## src/rtl/core/dcf_pkg.sv

```systemverilog
// dcf_pkg: types and constants shared by the time code frame decoder
// depends on nothing; imported by every module under rtl/core but dcf_checker
package dcf_pkg;

  localparam int FRAME_LEN = 58;
  localparam int POS_W     = 6;
  localparam int MS_W      = 16;
  localparam int LIMIT_W   = 10;
  localparam int CFG_IDX_W = 3;

  // pulse classes passed from front to back
  localparam int CLS_W = 2;
  localparam logic [CLS_W-1:0] CLS_MARKER = 2'd0;
  localparam logic [CLS_W-1:0] CLS_ONE    = 2'd1;
  localparam logic [CLS_W-1:0] CLS_ZERO   = 2'd2;
  localparam logic [CLS_W-1:0] CLS_BAD    = 2'd3;

  // register indexes
  localparam logic [CFG_IDX_W-1:0] REG_MARKER_MIN = 3'd0;
  localparam logic [CFG_IDX_W-1:0] REG_ONE_MIN    = 3'd1;
  localparam logic [CFG_IDX_W-1:0] REG_ZERO_MIN   = 3'd2;
  localparam logic [CFG_IDX_W-1:0] REG_ZERO_MAX   = 3'd3;
  localparam logic [CFG_IDX_W-1:0] REG_PULSE_LIM  = 3'd4;

  // register reset values
  localparam logic [MS_W-1:0]    RST_MARKER_MIN = 16'd1500;
  localparam logic [MS_W-1:0]    RST_ONE_MIN    = 16'd750;
  localparam logic [MS_W-1:0]    RST_ZERO_MIN   = 16'd850;
  localparam logic [MS_W-1:0]    RST_ZERO_MAX   = 16'd950;
  localparam logic [LIMIT_W-1:0] RST_PULSE_LIM  = 10'd300;

  // interval thresholds seen by the classifier
  typedef struct packed {
    logic [MS_W-1:0] marker_min;
    logic [MS_W-1:0] one_min;
    logic [MS_W-1:0] zero_min;
    logic [MS_W-1:0] zero_max;
  } thresh_t;

endpackage

```

## src/rtl/core/dcf77_frame_decoder.sv

```systemverilog
// dcf77_frame_decoder: top level, register file and the front/queue/back chain
// depends on dcf_pkg, dcf_front, dcf_queue, dcf_back
//
// Decodes a DCF77 minute frame from measured low-pulse intervals (ms, saturated).
// One interval is accepted per clock cycle while the queue is not full; the
// classifier writes a class code into a QUEUE_DEPTH-entry queue and the frame
// engine drains one entry per cycle while the output register is free. A result is
// either a watchdog timeout (kind 1, all time fields 0) when more than pulse_limit
// pulses arrive in one session, or a decoded frame (kind 0) after 58 bits following
// a start marker, with time_valid set when minute, hour, day, month and year are
// in range. Timeout wins when both fall on one pulse, and either result restarts
// the session. Registers are written through cfg_we/cfg_index/cfg_data; the user
// must write them only while no request is in flight (not enforced).
module dcf77_frame_decoder
  import dcf_pkg::*;
#(
  parameter int QUEUE_DEPTH = 2
) (
  input  logic                 clk,
  input  logic                 rst,
  input  logic                 cfg_we,
  input  logic [CFG_IDX_W-1:0] cfg_index,
  input  logic [MS_W-1:0]      cfg_data,
  input  logic                 in_valid,
  output logic                 in_ready,
  input  logic [MS_W-1:0]      pulse_low_ms,
  output logic                 out_valid,
  input  logic                 out_ready,
  output logic                 kind,
  output logic                 time_valid,
  output logic [6:0]           minute_value,
  output logic [5:0]           hour_value,
  output logic [5:0]           day_value,
  output logic [2:0]           weekday_value,
  output logic [4:0]           month_value,
  output logic [7:0]           year_value
);

  thresh_t            thresh;
  logic [LIMIT_W-1:0] pulse_limit;
  logic               push;
  logic [CLS_W-1:0]   push_cls;
  logic               queue_full;
  logic               pop;
  logic               head_valid;
  logic [CLS_W-1:0]   head_cls;

  always_ff @(posedge clk) begin
    if (rst) begin
      thresh.marker_min <= RST_MARKER_MIN;
      thresh.one_min    <= RST_ONE_MIN;
      thresh.zero_min   <= RST_ZERO_MIN;
      thresh.zero_max   <= RST_ZERO_MAX;
      pulse_limit       <= RST_PULSE_LIM;
    end else if (cfg_we) begin
      unique case (cfg_index)
        REG_MARKER_MIN: thresh.marker_min <= cfg_data;
        REG_ONE_MIN:    thresh.one_min    <= cfg_data;
        REG_ZERO_MIN:   thresh.zero_min   <= cfg_data;
        REG_ZERO_MAX:   thresh.zero_max   <= cfg_data;
        REG_PULSE_LIM:  pulse_limit       <= cfg_data[LIMIT_W-1:0];
        default: ;
      endcase
    end
  end

  dcf_front u_front (
    .thresh       (thresh),
    .in_valid     (in_valid),
    .in_ready     (in_ready),
    .pulse_low_ms (pulse_low_ms),
    .push         (push),
    .push_cls     (push_cls),
    .queue_full   (queue_full)
  );

  dcf_queue #(
    .DEPTH (QUEUE_DEPTH)
  ) u_queue (
    .clk        (clk),
    .rst        (rst),
    .push       (push),
    .push_cls   (push_cls),
    .full       (queue_full),
    .pop        (pop),
    .head_valid (head_valid),
    .head_cls   (head_cls)
  );

  dcf_back u_back (
    .clk           (clk),
    .rst           (rst),
    .pulse_limit   (pulse_limit),
    .head_valid    (head_valid),
    .head_cls      (head_cls),
    .pop           (pop),
    .out_valid     (out_valid),
    .out_ready     (out_ready),
    .kind          (kind),
    .time_valid    (time_valid),
    .minute_value  (minute_value),
    .hour_value    (hour_value),
    .day_value     (day_value),
    .weekday_value (weekday_value),
    .month_value   (month_value),
    .year_value    (year_value)
  );

endmodule

```

## src/rtl/core/dcf_front.sv

```systemverilog
// dcf_front: sorts each interval into marker, one, zero or bad
// depends on dcf_pkg; feeds dcf_queue
module dcf_front
  import dcf_pkg::*;
(
  input  thresh_t          thresh,
  input  logic             in_valid,
  output logic             in_ready,
  input  logic [MS_W-1:0]  pulse_low_ms,
  output logic             push,
  output logic [CLS_W-1:0] push_cls,
  input  logic             queue_full
);

  assign in_ready = !queue_full;
  assign push     = in_valid && in_ready;

  always_comb begin
    priority if (pulse_low_ms > thresh.marker_min) begin
      push_cls = CLS_MARKER;
    end else if (pulse_low_ms >= thresh.one_min && pulse_low_ms < thresh.zero_min) begin
      push_cls = CLS_ONE;
    end else if (pulse_low_ms >= thresh.zero_min && pulse_low_ms < thresh.zero_max) begin
      push_cls = CLS_ZERO;
    end else begin
      push_cls = CLS_BAD;
    end
  end

endmodule

```

## src/rtl/core/dcf_queue.sv

```systemverilog
// dcf_queue: small fifo of pulse classes between front and back
// depends on dcf_pkg
module dcf_queue
  import dcf_pkg::*;
#(
  parameter int DEPTH = 2
) (
  input  logic             clk,
  input  logic             rst,
  input  logic             push,
  input  logic [CLS_W-1:0] push_cls,
  output logic             full,
  input  logic             pop,
  output logic             head_valid,
  output logic [CLS_W-1:0] head_cls
);

  localparam int PTR_W = (DEPTH > 1) ? $clog2(DEPTH) : 1;
  localparam int CNT_W = $clog2(DEPTH + 1);

  logic [CLS_W-1:0] entries [DEPTH];
  logic [PTR_W-1:0] wr_ptr;
  logic [PTR_W-1:0] rd_ptr;
  logic [CNT_W-1:0] count;

  assign full       = (count == CNT_W'(DEPTH));
  assign head_valid = (count != '0);
  assign head_cls   = entries[rd_ptr];

  always_ff @(posedge clk) begin
    if (push) begin
      entries[wr_ptr] <= push_cls;
    end
  end

  always_ff @(posedge clk) begin
    if (rst) begin
      wr_ptr <= '0;
      rd_ptr <= '0;
      count  <= '0;
    end else begin
      if (push) begin
        wr_ptr <= (wr_ptr == PTR_W'(DEPTH - 1)) ? '0 : wr_ptr + 1'b1;
      end
      if (pop) begin
        rd_ptr <= (rd_ptr == PTR_W'(DEPTH - 1)) ? '0 : rd_ptr + 1'b1;
      end
      unique case ({push, pop})
        2'b10:   count <= count + 1'b1;
        2'b01:   count <= count - 1'b1;
        default: count <= count;
      endcase
    end
  end

endmodule

```

## src/rtl/core/dcf_back.sv

```systemverilog
// dcf_back: frame state, watchdog, bcd decode and output register
// depends on dcf_pkg; consumes classes from dcf_queue
module dcf_back
  import dcf_pkg::*;
(
  input  logic               clk,
  input  logic               rst,
  input  logic [LIMIT_W-1:0] pulse_limit,
  input  logic               head_valid,
  input  logic [CLS_W-1:0]   head_cls,
  output logic               pop,
  output logic               out_valid,
  input  logic               out_ready,
  output logic               kind,
  output logic               time_valid,
  output logic [6:0]         minute_value,
  output logic [5:0]         hour_value,
  output logic [5:0]         day_value,
  output logic [2:0]         weekday_value,
  output logic [4:0]         month_value,
  output logic [7:0]         year_value
);

  logic [FRAME_LEN-1:0] frame_bits;
  logic [FRAME_LEN-1:0] frame_bits_next;
  logic [POS_W-1:0]     bit_position;
  logic [POS_W-1:0]     bit_position_next;
  logic                 in_frame;
  logic                 in_frame_next;
  logic [LIMIT_W-1:0]   pulse_count;
  logic [LIMIT_W:0]     count_inc;
  logic                 timeout;
  logic                 frame_done;
  logic                 result;
  logic [6:0]           mi;
  logic [5:0]           hr;
  logic [5:0]           dy;
  logic [2:0]           wd;
  logic [4:0]           mo;
  logic [7:0]           yr;
  logic                 ok;

  assign pop = head_valid && (!out_valid || out_ready);

  always_comb begin
    frame_bits_next   = frame_bits;
    bit_position_next = bit_position;
    in_frame_next     = in_frame;
    if (head_cls == CLS_MARKER) begin
      in_frame_next     = 1'b1;
      bit_position_next = '0;
    end else if (in_frame) begin
      if (head_cls == CLS_ONE || head_cls == CLS_ZERO) begin
        if (bit_position < POS_W'(FRAME_LEN)) begin
          frame_bits_next[bit_position] = (head_cls == CLS_ONE);
        end
        bit_position_next = bit_position + 1'b1;
      end else begin
        in_frame_next = 1'b0;
      end
    end
  end

  assign count_inc  = {1'b0, pulse_count} + 1'b1;
  assign timeout    = count_inc > {1'b0, pulse_limit};
  assign frame_done = in_frame_next && (bit_position_next == POS_W'(FRAME_LEN));
  assign result     = timeout || frame_done;

  // bcd weights 1 2 4 8 10 20 40 80
  assign mi = 7'(frame_bits_next[24:21])
            + (frame_bits_next[25] ? 7'd10 : 7'd0)
            + (frame_bits_next[26] ? 7'd20 : 7'd0)
            + (frame_bits_next[27] ? 7'd40 : 7'd0);
  assign hr = 6'(frame_bits_next[32:29])
            + (frame_bits_next[33] ? 6'd10 : 6'd0)
            + (frame_bits_next[34] ? 6'd20 : 6'd0);
  assign dy = 6'(frame_bits_next[39:36])
            + (frame_bits_next[40] ? 6'd10 : 6'd0)
            + (frame_bits_next[41] ? 6'd20 : 6'd0);
  assign wd = frame_bits_next[44:42];
  assign mo = 5'(frame_bits_next[48:45])
            + (frame_bits_next[49] ? 5'd10 : 5'd0);
  assign yr = 8'(frame_bits_next[53:50])
            + (frame_bits_next[54] ? 8'd10 : 8'd0)
            + (frame_bits_next[55] ? 8'd20 : 8'd0)
            + (frame_bits_next[56] ? 8'd40 : 8'd0)
            + (frame_bits_next[57] ? 8'd80 : 8'd0);
  assign ok = (mi < 7'd60) && (hr < 6'd24) && (dy <= 6'd31)
           && (mo <= 5'd12) && (yr < 8'd100);

  always_ff @(posedge clk) begin
    if (rst) begin
      bit_position <= '0;
      in_frame     <= 1'b0;
      pulse_count  <= '0;
    end else if (pop) begin
      if (result) begin
        bit_position <= '0;
        in_frame     <= 1'b0;
        pulse_count  <= '0;
      end else begin
        bit_position <= bit_position_next;
        in_frame     <= in_frame_next;
        pulse_count  <= count_inc[LIMIT_W-1:0];
      end
    end
  end

  // stored bits are always rewritten from bit 0 after a marker
  always_ff @(posedge clk) begin
    if (pop) begin
      frame_bits <= frame_bits_next;
    end
  end

  always_ff @(posedge clk) begin
    if (rst) begin
      out_valid <= 1'b0;
    end else if (pop && result) begin
      out_valid <= 1'b1;
    end else if (out_ready) begin
      out_valid <= 1'b0;
    end
  end

  always_ff @(posedge clk) begin
    if (pop && result) begin
      kind <= timeout;
      if (timeout) begin
        time_valid    <= 1'b0;
        minute_value  <= '0;
        hour_value    <= '0;
        day_value     <= '0;
        weekday_value <= '0;
        month_value   <= '0;
        year_value    <= '0;
      end else begin
        time_valid    <= ok;
        minute_value  <= mi;
        hour_value    <= hr;
        day_value     <= dy;
        weekday_value <= wd;
        month_value   <= mo;
        year_value    <= yr;
      end
    end
  end

endmodule

```

## config.mk

```make
export PLATFORM = sky130hd
export DESIGN_NAME = dcf77_frame_decoder
export DESIGN_NICKNAME = d
export VERILOG_FILES = /design/src/rtl/core/dcf_pkg.sv /design/src/rtl/core/dcf77_frame_decoder.sv /design/src/rtl/core/dcf_front.sv /design/src/rtl/core/dcf_queue.sv /design/src/rtl/core/dcf_back.sv
export SDC_FILE = /design/constraint.sdc
export NUM_CORES = 1
export LEC_CHECK = 0
export BUFFER_PORTS_ARGS = -buffer_cell sky130_fd_sc_hd__buf_2
export CAP_MARGIN = 20
export CORE_AREA = 2 2 137 139
export CTS_BUF_LIST = sky130_fd_sc_hd__clkbuf_16
export DETAILED_ROUTE_END_ITERATION = 6
export DIE_AREA = 0 0 139 141
export PLACE_DENSITY_LB_ADDON = 0.05
export SYNTH_ARGS = -nofsm -noshare
export SYNTH_HDL_FRONTEND = slang
export SYNTH_SLANG_ARGS = --single-unit
export TNS_END_PERCENT = 100
```

## constraint.sdc

```tcl
create_clock -name clk -period 4.7 [get_ports clk]
set_clock_uncertainty 0.05 [all_clocks]
set_input_delay 0.94 -clock clk [delete_from_list [all_inputs] [get_ports clk]]
set_output_delay 0.94 -clock clk [all_outputs]
set_load 0.05 [all_outputs]
```

## After elaboration in Yosys (flattened, before gate mapping)

Memory sizes are Yosys's and may differ from the RTL's. A register that Yosys moved wholly into a read port is not among the register bits.
Cells that the tools add are included.

- Register bits after elaboration: 191
- Bits in writable memories: 4
- Bits of input ports: 40
- Output and inout port bits: 39
- Logic and storage cells: 133
- Memories: 1

- Add/subtract/negate cells: 18
- Magnitude comparators: 14
- Eq/ne operators: 10
- Mux-type cells: 40
- Bitwise logic cells: 1
- Reduce and logical (&&, ||, !) cells: 27

Memory list:

| name | depth | bits a word | rd ports | clocked after Yosys merged registers in | write ports | line | RTL |
|---|---|---|---|---|---|---|---|
| u_queue.entries | 2 | 2 | 1 | 1 | 1 | dcf_queue.sv:21 | `logic [CLS_W-1:0] entries [DEPTH];` |

Operators with widths:

| cell | count |
|---|---|
| $mux W58 | 4 |
| $bwmux W58 | 1 |
| $mux W6 | 6 |
| $ge A16 B16 Y1 | 2 |
| $lt A16 B16 Y1 | 2 |
| $add A8 B8 Y8 | 3 |
| $mux W4 | 5 |
| $mux W5 | 4 |
| $gt A16 B16 Y1 | 1 |
| $add A7 B7 Y7 | 2 |
| $mux W1 | 14 |
| $add A4 B6 Y6 | 2 |
| $add A6 B6 Y6 | 2 |
| $add A10 B1 Y11 const B | 1 |
| $gt A11 B10 Y1 | 1 |
| $logic_and A1 B1 Y1 | 11 |
| $mux W10 | 1 |
| $reduce_and A2 Y1 | 5 |
| $add A4 B8 Y8 | 1 |
| $lt A8 B7 Y1 const B | 1 |
| $add A4 B7 Y7 | 1 |
| $lt A6 B7 Y1 const B | 1 |
| $lt A7 B6 Y1 const B | 1 |
| $mux W7 | 1 |
| 26 further kinds | 37 |

## Longest topological paths before layout

- Depth after elaboration: 18
- Depth in mapped cells: 17
- Gate-level depth less buffers: 16

## Modules after synthesis

Synthesis repeated with hierarchy kept, for this count alone.

- Cell total of the unflattened synthesis: 1001
- Area, all modules: 10028.4 um2

Modules (own cells, without submodules):

| module | instances | cells an instance | area each (um2) | sequential area each (um2) |
|---|---|---|---|---|
| dcf_back | 1 | 475 | 5165.0 | 2522.4 |
| dcf77_frame_decoder | 1 | 275 | 2910.3 | 1481.4 |
| dcf_front | 1 | 223 | 1602.8 | 0.0 |
| dcf_queue | 1 | 28 | 350.3 | 220.2 |

## Worst setup path after synthesis

Ideal clock, no wire load.

- Kind: in2reg
- Start point: in out_ready
- End point: reg u_back.day_value[0] (enable)
- Library setup time: 392 ps
- Arrival: 3712 ps
- Data required time: 4258 ps
- Setup slack: 547 ps
- Stages: 6
- Path buffers: 1
- Cells stage by stage: nand2b_1 o21ai_1 inv_1 clkbuf_1 o21ai_0 inv_1

- Cells in the longest elaborated chain, start to end: 3

Ends and longest elaborated chain:

| item | line | RTL |
|---|---|---|
| start, declared | dcf77_frame_decoder.sv:28 | `input logic out_ready,` |
| $logic_or A1 B1 Y1 | dcf_back.sv:43 | `assign pop = head_valid && (!out_valid \|\| out_ready);` |
| $logic_and A1 B1 Y1 | dcf_back.sv:43 |  |
| via pop | dcf77_frame_decoder.sv:44 | `logic pop;` |
| $logic_and A1 B1 Y1 | dcf_back.sv:127 | `if (pop && result) begin` |
| end signal, assigned | dcf_back.sv:141 | `day_value <= dy;` |
| end, declared | dcf_back.sv:18 | `output logic [5:0] day_value,` |

The timed path passes the listed nets, and every way through them passes these cells.
A chain may end at the register's enable or synchronous reset.

==> flow_metrics.env <==
export IMPL_outcome="complete, no violations"
export IMPL_place_gp_congestion=0.8960
export IMPL_critical_path_endpoint_type="register"
export IMPL_port_buffer_count=78
export IMPL_p_per_area_mw_per_mm2=347.4
export IMPL_cts_tree="done"
export IMPL_synth_common_cells="nand2_1, ha_1, inv_1, dfxtp_1, a21oi_1"
export IMPL_syn_mean_instance_area_sq_um=9.406
export IMPL_endpoint="u_back.time_valid$_SDFFCE_PP0P_"
export IMPL_finalSetupViolations=0
export IMPL_finalCritPeriodShare_pct=87.58
export IMPL_core_area_sq_mm=0.01827
export IMPL_peakVddDrop_uv=278.7
export IMPL_grt_first_pass_wirelength_um=37780
export IMPL_cts_max_path_buffers=2
export IMPL_netlist_top_cells_area="edfxtp_1, dfxtp_1, ha_1"
export IMPL_dieArea_sq_mm=0.01960
export IMPL_postRouteAntennaNets=0
export IMPL_clock_latency_ns=0.44
export IMPL_synth_ff_type="dfxtp_1"
export IMPL_worstPathArrival_ns=4.32
export IMPL_syn_inst=1044
export IMPL_cts_root_buffer="clkbuf_16"
export IMPL_final_min_clock_period_ns=4.116
export IMPL_postCtsResizedCells=0
export IMPL_crit_type="reg2reg"
export IMPL_vias=7525
export IMPL_synth_fp_nets=1190
export IMPL_via_per_inst=5.582
export IMPL_htree_levels=4
export IMPL_clkSlewWorstSetupHoldPaths_ns=0.07
export IMPL_drv_cap=0
export IMPL_grt_max_degree=79
export IMPL_netlist_area_sq_mm=0.009819
export IMPL_diodes=0
export IMPL_start_util_pct=53.75
export IMPL_hold_buffers=0
export IMPL_routedWlPerCell_um=16.99
export IMPL_drc=0
export IMPL_setup_tns_final_ns=0
export IMPL_wl_um=22900
export IMPL_rsz0062_at_grt="no"
export IMPL_die_w_um=139
export IMPL_hold_path_depth=2
export IMPL_ys_ff_latch=173
export IMPL_finalHoldViolations=0
export IMPL_rr_worst_depth=16
export IMPL_synth_top_cell_by_area="edfxtp_1"
export IMPL_dieHeight_um=141
export IMPL_ioPinCount=79
export IMPL_cts_setup_buffers=0
export IMPL_cp_max_fo=12
export IMPL_grt_pass1_vias=7296
export IMPL_hpwl_um=16360
export IMPL_synth_top_area_share_pct=23.24
export IMPL_cts_made_buffers=17
export IMPL_async_flop_share_pct=0
export IMPL_synth_warnings=0
export IMPL_fillers=1653
export IMPL_track_usage_pct=24.31
export IMPL_hold_path_class="reg2reg"
export IMPL_gr_total_overflow=0
export IMPL_tightest_slew_ns=0.9676
export IMPL_setup_worst_path_start_class="register"
export IMPL_synth_edf_count=76
export IMPL_r2r_end="u_back.time_valid$_SDFFCE_PP0P_"
export IMPL_leakage_nw=4.406
export IMPL_required_ns=4.90
export IMPL_crit_path_max_incr_delay_ns=0.44
export IMPL_synth_seq_area_share_pct=43.02
export IMPL_yosysUniqueCellTypes=66
export IMPL_area_growth_pct=11.82
export IMPL_cts_sink_count=173
export IMPL_path_cells="mux2i_1 > ha_1 > nand3b_1 > or3_1 > nor2_1 > mux2_2 > inv_1 > fa_1 > inv_1 > ha_1 > a21o_1 > a21oi_1 > o21ba_2 > o22a_1 > nand4_1 > nor4_1"
export IMPL_layout_drive_gt1_share_pct=14.54
export IMPL_finalNetCount=1247
export IMPL_drtIter0Drc=504
export IMPL_slowest_stage="or3_1"
export IMPL_row_count=50
export IMPL_r2r_slack_ns=0.58
export IMPL_fin_hold_ws_ns=0.4057
export IMPL_antenna_found_initial=0
export IMPL_slew_headroom_pct=35.49
export IMPL_synth_most_common_cell="nand2_1"
export IMPL_timing_fmax_mhz=242.9
export IMPL_firstDrtPassIters=5
export IMPL_drv_slew=0
[cell usage in the layout (no fill, tap or decap), types with 17 or more instances in the layout]
cell,netlist,routed
a21oi_1,79,79
and2_1,23,23
buf_2,7,78
clkbuf_16,0,17
dfxtp_1,97,97
edfxtp_1,76,76
ha_1,101,101
inv_1,100,100
mux2_2,30,30
nand2_1,153,153
nand3b_1,28,28
nand4_1,19,19
nor2_1,58,58
nor3_1,27,27
o21ai_0,18,18
[cell families after synthesis]
logic type,after synthesis,share of synthesized area [%]
AO/OA/AOI/OAI,178,11.95
XOR/XNOR,22,1.962
adder cells (fa/ha/maj),106,13.89
buffers and inverters,150,5.900
flip-flops,173,43.02
multiplexers,37,4.192
AND/OR/NAND/NOR,378,19.09
[power breakdown]
part / internal [W] / switching, W
clock network: 0.000848 / 0.000645
registers: 0.00166 / 0.0000387
logic: 0.000197 / 0.000425
[sequential cells by signal, summed over array words and instances (netlist names), 6 cells and up, named ones only]
signal and flops:
u_back.hour_value 6, u_back.day_value 6, thresh 64, u_back.year_value 8
pulse_limit 10, u_back.minute_value 7, u_back.bit_position 6, u_back.pulse_count 10
u_back.frame_bits 35
[worst max-delay path, delay by kind of cell, from the launching register on]
family	cells	cell delay [ns]
buffers and inverters	2	0.18
flip-flops	1	0.36
adder cells (fa/ha/maj)	3	0.97
AND/OR/NAND/NOR	5	1.17
multiplexers	2	0.50
AO/OA/AOI/OAI	4	0.71
[per-layer routing]
| metal | track usage (%) | part of all wire [%] | up-vias |
|---|---|---|---|
| met2 | 37.93 | 44 | 190 |
| met4 | 8.453 | 2.1 | 0 |
| li1 | - | - | 3773 |
| met3 | 3.499 | 4.3 | 32 |
| met1 | 34.81 | 50 | 3530 |
| met5 | 0 | 0 | - |
[through the flow]
stage	total power (W)	worst slack (ns)	std cells	area (sq um)	utilization, %
floorplan	0.002160	0.5465	1044	9819	-
global placement	0.002346	0.6671	1316	10370	56.77
detailed placement	0.002357	0.6011	1316	10370	56.77
CTS	0.003840	0.5885	1348	10980	60.11
global route	0.003977	0.2199	1348	10980	60.11
finish	0.003815	0.5839	1348	10980	60.11
[area by class of cell]
| class | count | area [sq um] | area share, % |
|---|---|---|---|
| multi-input cells | 721 | 5016 | 45.68 |
| flip-flops and latches | 173 | 4224 | 38.47 |
| repair buffers | 87 | 457.9 | 4.170 |
| clock buffers | 17 | 425.4 | 3.874 |
| inverters | 101 | 379.1 | 3.453 |
| well taps | 234 | 292.8 | 2.666 |
| clock inverters | 15 | 185.2 | 1.686 |
[worst min-delay path by stage]
stage	to	slack [ns]	start
floorplan	pulse_limit[1]$_SDFFE_PP0P_	0.39	pulse_limit[1]$_SDFFE_PP0P_
global placement	thresh[13]$_SDFFE_PP0P_	0.39	thresh[13]$_SDFFE_PP0P_
detailed placement	thresh[13]$_SDFFE_PP0P_	0.40	thresh[13]$_SDFFE_PP0P_
CTS	thresh[42]$_SDFFE_PP0P_	0.41	thresh[42]$_SDFFE_PP0P_
global route	thresh[28]$_SDFFE_PP0P_	0.42	thresh[28]$_SDFFE_PP0P_
finish	thresh[61]$_SDFFE_PP0P_	0.41	thresh[61]$_SDFFE_PP0P_
Note: power is estimated with default switching activity, not from simulation.
